<file path="config.mk">
export PLATFORM = sky130hd
export DESIGN_NAME = sgvg_div
export DESIGN_NICKNAME = d
export VERILOG_FILES = /design/src/design/sgvg_pkg.sv /design/src/design/sgvg_div.sv
export SDC_FILE = /design/constraint.sdc
export NUM_CORES = 2
export LEC_CHECK = 0
export ABC_AREA = 1
export BUFFER_PORTS_ARGS = -buffer_cell sky130_fd_sc_hd__buf_2
export CAP_MARGIN = 15
export CORE_ASPECT_RATIO = 1.25
export CORE_MARGIN = 8
export CORE_UTILIZATION = 50
export CTS_CLUSTER_DIAMETER = 60
export DETAILED_ROUTE_END_ITERATION = 7
export PLACE_DENSITY = 0.78
export SETUP_SLACK_MARGIN = 0.02
export SYNTH_ARGS = -nofsm -noshare
export SYNTH_HDL_FRONTEND = slang
export SYNTH_SLANG_ARGS = --single-unit
</file>
<file path="constraint.sdc">
create_clock -name i_clk -period 21.9 [get_ports i_clk]
set_input_delay 4.38 -clock i_clk [delete_from_list [all_inputs] [get_ports i_clk]]
set_output_delay 4.38 -clock i_clk [all_outputs]
set_load 0.03 [all_outputs]
</file>
<file path="src/design/sgvg_pkg.sv">
// Shared constants, types and arithmetic helpers for the sphere grid vertex generator.
package sgvg_pkg;

    localparam int FRAC_BITS = 16;
    localparam int ROW_W     = 13;
    localparam int COL_W     = 14;
    localparam int RAD_W     = 16;
    localparam int POS_W     = 25;
    localparam int TEX_W     = 17;
    localparam int CFG_W     = 16;
    localparam int CFG_IDX_W = 2;

    localparam int DIV_FRAC = 33;
    localparam int DIV_BPS  = 3;
    localparam int DIV_STG  = DIV_FRAC / DIV_BPS;
    localparam int Q_W      = DIV_FRAC + 1;
    localparam int DREM_W   = COL_W;

    localparam int CORDIC_STEPS = 31;
    localparam int CORDIC_PER   = 4;
    localparam int CORDIC_STG   = (CORDIC_STEPS + CORDIC_PER - 1) / CORDIC_PER;
    localparam int CORDIC_FRAC  = 30;
    localparam int CV_W         = 34;
    localparam longint CORDIC_X0 = 652032874;

    localparam int TRIG_W   = FRAC_BITS + 2;
    localparam int PROD_W   = 2 * TRIG_W;
    localparam int RPROD_W  = TRIG_W + RAD_W + 1;
    localparam int POS_SH   = FRAC_BITS - 8;
    localparam longint POS_LIMIT = 16776960;

    localparam logic [ROW_W-1:0] STACK_RESET  = 13'd1024;
    localparam logic [COL_W-1:0] SLICE_RESET  = 14'd2048;
    localparam logic [RAD_W-1:0] RADIUS_RESET = 16'd6371;

    typedef enum logic [CFG_IDX_W-1:0] {
        REG_STACK_COUNT   = 2'd0,
        REG_SLICE_COUNT   = 2'd1,
        REG_SPHERE_RADIUS = 2'd2
    } t_cfg_reg;

    localparam logic [31:0] ATAN_TURNS [CORDIC_STEPS] = '{
        32'd536870912, 32'd316933406, 32'd167458907, 32'd85004756, 32'd42667331,
        32'd21354465, 32'd10679838, 32'd5340245, 32'd2670163, 32'd1335087,
        32'd667544, 32'd333772, 32'd166886, 32'd83443, 32'd41722, 32'd20861,
        32'd10430, 32'd5215, 32'd2608, 32'd1304, 32'd652, 32'd326, 32'd163,
        32'd81, 32'd41, 32'd20, 32'd10, 32'd5, 32'd3, 32'd1, 32'd1
    };

    typedef struct packed {
        logic [DREM_W-1:0] rem;
        logic [Q_W-1:0]    q;
    } t_div;

    typedef struct packed {
        logic signed [CV_W-1:0] x;
        logic signed [CV_W-1:0] y;
        logic signed [CV_W-1:0] z;
        logic                   flip;
    } t_rot;

    typedef struct packed {
        logic [TEX_W-1:0] u;
        logic [TEX_W-1:0] v;
    } t_tex;

    // Restoring division, DIV_BPS quotient bits; remainder stays below the divisor.
    function automatic t_div div_step(input t_div a, input logic [DREM_W-1:0] d);
        logic [DREM_W:0] w;
        t_div r;
        r = a;
        for (int k = 0; k < DIV_BPS; k++) begin
            w = {r.rem, 1'b0};
            if (w >= {1'b0, d}) begin
                w   = w - {1'b0, d};
                r.q = {r.q[Q_W-2:0], 1'b1};
            end else begin
                r.q = {r.q[Q_W-2:0], 1'b0};
            end
            r.rem = w[DREM_W-1:0];
        end
        return r;
    endfunction

    function automatic t_rot cordic_iter(input t_rot a, input int base);
        t_rot r;
        logic signed [CV_W-1:0] nx;
        logic signed [CV_W-1:0] at;
        int i;
        r = a;
        for (int k = 0; k < CORDIC_PER; k++) begin
            i = base + k;
            if (i < CORDIC_STEPS) begin
                at = $signed({2'b00, ATAN_TURNS[i]});
                if (r.z >= 0) begin
                    nx  = r.x - (r.y >>> i);
                    r.y = r.y + (r.x >>> i);
                    r.z = r.z - at;
                end else begin
                    nx  = r.x + (r.y >>> i);
                    r.y = r.y - (r.x >>> i);
                    r.z = r.z + at;
                end
                r.x = nx;
            end
        end
        return r;
    endfunction

    // Shift right, rounding half away from zero.
    function automatic logic signed [63:0] round_shift(input logic signed [63:0] v,
                                                       input int sh);
        logic [63:0] mag;
        if (sh == 0) begin
            return v;
        end
        mag = (v < 0) ? 64'(-v) : 64'(v);
        mag = (mag + (64'd1 << (sh - 1))) >> sh;
        return (v < 0) ? -$signed(mag) : $signed(mag);
    endfunction

    function automatic logic signed [63:0] clamp(input logic signed [63:0] v,
                                                 input longint lim);
        if (v > lim) begin
            return lim;
        end
        if (v < -lim) begin
            return -lim;
        end
        return v;
    endfunction

endpackage

</file>
<file path="src/design/sgvg_div.sv">
// Pipelined two-lane divider: index scaled by 2^33 over the grid count.
module sgvg_div (
    input  logic                          i_clk,
    input  logic                          i_rst_n,
    input  logic                          i_en,
    input  logic                          i_valid,
    input  logic [sgvg_pkg::ROW_W-1:0]    i_row,
    input  logic [sgvg_pkg::COL_W-1:0]    i_col,
    input  logic [sgvg_pkg::DREM_W-1:0]   i_stacks,
    input  logic [sgvg_pkg::DREM_W-1:0]   i_slices,
    output logic                          o_valid,
    output logic [sgvg_pkg::Q_W-1:0]      o_qr,
    output logic [sgvg_pkg::Q_W-1:0]      o_qc
);
    logic [sgvg_pkg::DIV_STG:0] r_v;
    sgvg_pkg::t_div r_row [sgvg_pkg::DIV_STG+1];
    sgvg_pkg::t_div r_col [sgvg_pkg::DIV_STG+1];

    logic [sgvg_pkg::DREM_W-1:0] row_ext, row_sat, col_sat;
    sgvg_pkg::t_div row_init, col_init;

    // Saturate to the count; the integer quotient bit is then 0 or 1.
    always_comb begin
        row_ext = sgvg_pkg::DREM_W'(i_row);
        row_sat = (row_ext > i_stacks) ? i_stacks : row_ext;
        col_sat = (i_col > i_slices) ? i_slices : i_col;
        row_init.q   = sgvg_pkg::Q_W'(row_sat == i_stacks);
        row_init.rem = (row_sat == i_stacks) ? '0 : row_sat;
        col_init.q   = sgvg_pkg::Q_W'(col_sat == i_slices);
        col_init.rem = (col_sat == i_slices) ? '0 : col_sat;
    end

    always_ff @(posedge i_clk) begin
        if (!i_rst_n) begin
            r_v <= '0;
        end else if (i_en) begin
            r_v <= {r_v[sgvg_pkg::DIV_STG-1:0], i_valid};
        end
    end

    always_ff @(posedge i_clk) begin
        if (i_en) begin
            r_row[0] <= row_init;
            r_col[0] <= col_init;
            for (int s = 1; s <= sgvg_pkg::DIV_STG; s++) begin
                r_row[s] <= sgvg_pkg::div_step(r_row[s-1], i_stacks);
                r_col[s] <= sgvg_pkg::div_step(r_col[s-1], i_slices);
            end
        end
    end

    assign o_valid = r_v[sgvg_pkg::DIV_STG];
    assign o_qr    = r_row[sgvg_pkg::DIV_STG].q;
    assign o_qc    = r_col[sgvg_pkg::DIV_STG].q;
endmodule

</file>
==> implementation parameters <==
Parameter                              Value

Global route
  Number of antenna violations at the first check in global routing ... 4
  Number of global-route vias before repair ... 72300
  Total global routing track utilization ... 25.5%
  Met3 Resource Use GR ... 2.97%
  Global-route met2 utilization ... 45.9%
  Grt met1 use ... 29.0%
  First-pass GRT wire length ... 359000 µm
  Largest net degree at the start of global routing ... 180
  Top Usage Layer GRT ... met2
  Grt ovf ... 0

Route
  Total vias in the final route ... 74200
  Mean routed wirelength per cell ... 16.9 µm
  Remaining routing DRC violations ... 0
  Detailed router's first-iteration violation count ... 5664
  Antenna Violating Nets Remaining ... 0
  Avg Vias per Cell ... 5.58
  Number of search-and-repair iterations in the first detailed-routing pass ... 7
  Wire length after detailed routing ... 225000 µm

Floorplan
  Initial core utilization ... 50.4%
  Area of the die ... 170000 µm²
  Die Height ... 459 µm
  Io pins ... 128
  CORE AREA ... 156000 µm²
  Row count ... 162
  Die W ... 370 µm

Min path
  Hold Crit Depth ... 0
  HP Class ... flop to flop
  Startpoint of the tightest hold check path ... r_col[1][98]$_DFFE_PP_
  Hold Path End ... r_col[1][149]$_DFFE_PP_

Synth
  Synth warnings ... 0
  Synthesized cell area ... 78500 µm²
  Synthesized instance count ... 11100
  Area fraction of the dominant cell type after synthesis ... 27.8%
  Number of library cell types mapped by synthesis ... 56
  Proportion of synthesized chip area in sequential cells ... 28.2%
  Ranking of synthesized cells by area ... edfxtp_1 28%, nand2_1 18%, ha_1 14%, nand3_1 5.9%, inv_1 5.7%
  Flip-flop cell with the highest count after synthesis ... edfxtp_1
  Post-synthesis async set-or-reset flop share ... 0%
  Cell type with the largest total area after synthesis ... edfxtp_1
  Average instance area after synthesis ... 7.05 µm²
  Net Count, Synth ... 12100
  Number of register bits inferred by synthesis ... 740
  Number of enable flip-flop cells after synthesis ... 728

Timing
  Setup repair after global routing missed its margin ... no
  Final clock skew ... 0.0519 ns
  Sum Neg Setup Slack ... 0 ns
  Final Critical Period ... 11.60 ns
  Tcrit/Tclk final ... 53.0%
  Endpoints failing hold ... 0
  Final setup violation count ... 0
  Max-slew headroom at the worst pin ... 30.7%
  Actual slew at the worst max-slew pin ... 1.04 ns
  Least setup slack across all paths after layout ... 10.30 ns
  Pins over their slew limit ... 0
  Max Clock Freq ... 86.2 MHz

Finish
  # nets final ... 12200
  Layout cells sized above 1 ... 5.09%
  Area taken by multi-input logic gates ... 50200 µm²
  Register Area ... 22100 µm²
  Fill cells ... 14900
  Signed area change from the synthesized netlist to the final layout ... 6.76%

Critical path
  Family with the most delay on the worst path ... simple AND/OR/NAND/NOR gates
  Highest-delay cell along the critical path ... clkinv_1
  Critical Path Start Type ... primary input
  Largest stage delay on the critical path ... 0.60 ns
  Cell type with the highest occurrence count on the critical path ... nand2_1
  WP data arrival ... 12.08 ns
  Worst reg-to-reg setup slack ... 14.49 ns
  Reg-to-reg critical path endpoint ... r_row[1][142]$_DFFE_PP_
  Critical Path Stages ... 34
  Critical register-to-register path startpoint ... r_row[1][83]$_DFFE_PP_
  Worst EP required ... 22.37 ns
  Critical path start-end classification ... primary input to flop
  Critical-path maximum fanout ... 25
  WP buf/inv ... 4
  Kind of end point of the critical path ... flop
  Worst Reg2Reg Path Length in Cells ... 31

Clocking
  Cells resized by post-CTS repair ... 0
  Number of levels in the clock H-tree ... 3
  Cts hold-fix bufs ... 0
  Sinks on the clock net ... 740
  Latest clock arrival within the worst-skew pair ... 0.74 ns
  Library cell used as clock root buffer ... clkbuf_16
  Worst-path clk slew ... 0.06 ns
  Total CTS buffers ... 95
  Clock tree from TritonCTS ... yes
  Count of buffers added by post-CTS timing repair for setup ... 0
  Number of buffers on the longest clock path ... 3

Job
  Max Cap Violations ... 0

Place
  DP HPWL ... 168000 µm
  Final RePlAce weighted congestion ... 0.972
  Port-buffer cells ... 127
  Pre-CTS setup slack ... 9.67 ns

Status
  Status ... complete, no violations
[final cells by class]
class / count / share of cell area (%)
diodes: 2 / 0.00597
clock buffers: 103 / 2.87
clock inverters: 73 / 0.957
inverters: 1213 / 5.44
multi-input cells: 8925 / 59.9
flip-flops and latches: 740 / 26.4
well taps: 2050 / 3.06
repair buffers: 188 / 1.35
[registers in the layout (all words and copies together), names as in the netlist]
register  count
r_col       364
r_row       364
r_v          12
[cell usage in the layout, fill, tap and decap left out, drive strengths merged, types with 49 or more instances in the layout]
cell type,synthesis,routed
o21bai,53,53
a21o,50,50
a21boi,49,49
nand2,3839,3839
o21ai,538,538
edfxtp,728,728
or2,66,66
a21oi,695,695
nor2,644,644
xnor2,268,268
xor2,384,384
clkbuf,22,103
nor3,84,84
buf,233,188
ha,907,907
nand4,152,152
inv,1209,1232
nand3,978,978
[Yosys cell counts (all sizes together), types with 66 or more instances]
master,number
nand2,3839
inv,1209
nand3,978
ha,907
edfxtp,728
a21oi,695
nor2,644
o21ai,538
xor2,384
xnor2,268
buf,233
nand4,152
nor3,84
or2,66
[metrics by stage]
stage	hold slack (ns)	area (µm²)	std cells	utilization (%)
floorplan	0.400	78500	11100	-
global placement	0.400	80600	13100	51.7
detailed placement	0.405	80600	13100	51.7
CTS	0.401	83800	13300	53.8
global route	0.407	83800	13300	53.8
finish	0.412	83800	13300	53.8
[kinds of logic after synthesis]
group / Yosys count / share of synthesized area (%)
compound gates: 1487 / 10.3
xor+xnor: 652 / 7.27
fa+ha+maj: 929 / 15.0
buf+inv: 1468 / 7.85
flops: 740 / 28.2
other cells: 1 / 0.00478
simple gates: 5856 / 31.4
[routing by layer]
layer	share of wire [%]	routed length, µm	vias to the layer above
met3	5.0	11200	798
met2	49	110000	2270
li1	-	-	37100
met1	40	90200	34000
met5	0	0	-
met4	6.2	13900	0
[worst max-delay path by stage]
stage / startpoint / to / slack (ns)
floorplan: i_stacks[0] / r_row[1][90]$_DFFE_PP_ / 11.47
global placement: i_stacks[1] / r_row[1][143]$_DFFE_PP_ / 9.73
detailed placement: i_stacks[1] / r_row[1][142]$_DFFE_PP_ / 9.67
CTS: i_stacks[1] / r_row[1][142]$_DFFE_PP_ / 10.44
global route: i_stacks[1] / r_row[1][132]$_DFFE_PP_ / 9.71
finish: i_stacks[1] / r_row[1][142]$_DFFE_PP_ / 10.30
Power is not shown: default switching activity piles up to over one toggle a cycle in this logic, so the estimate is an artifact.
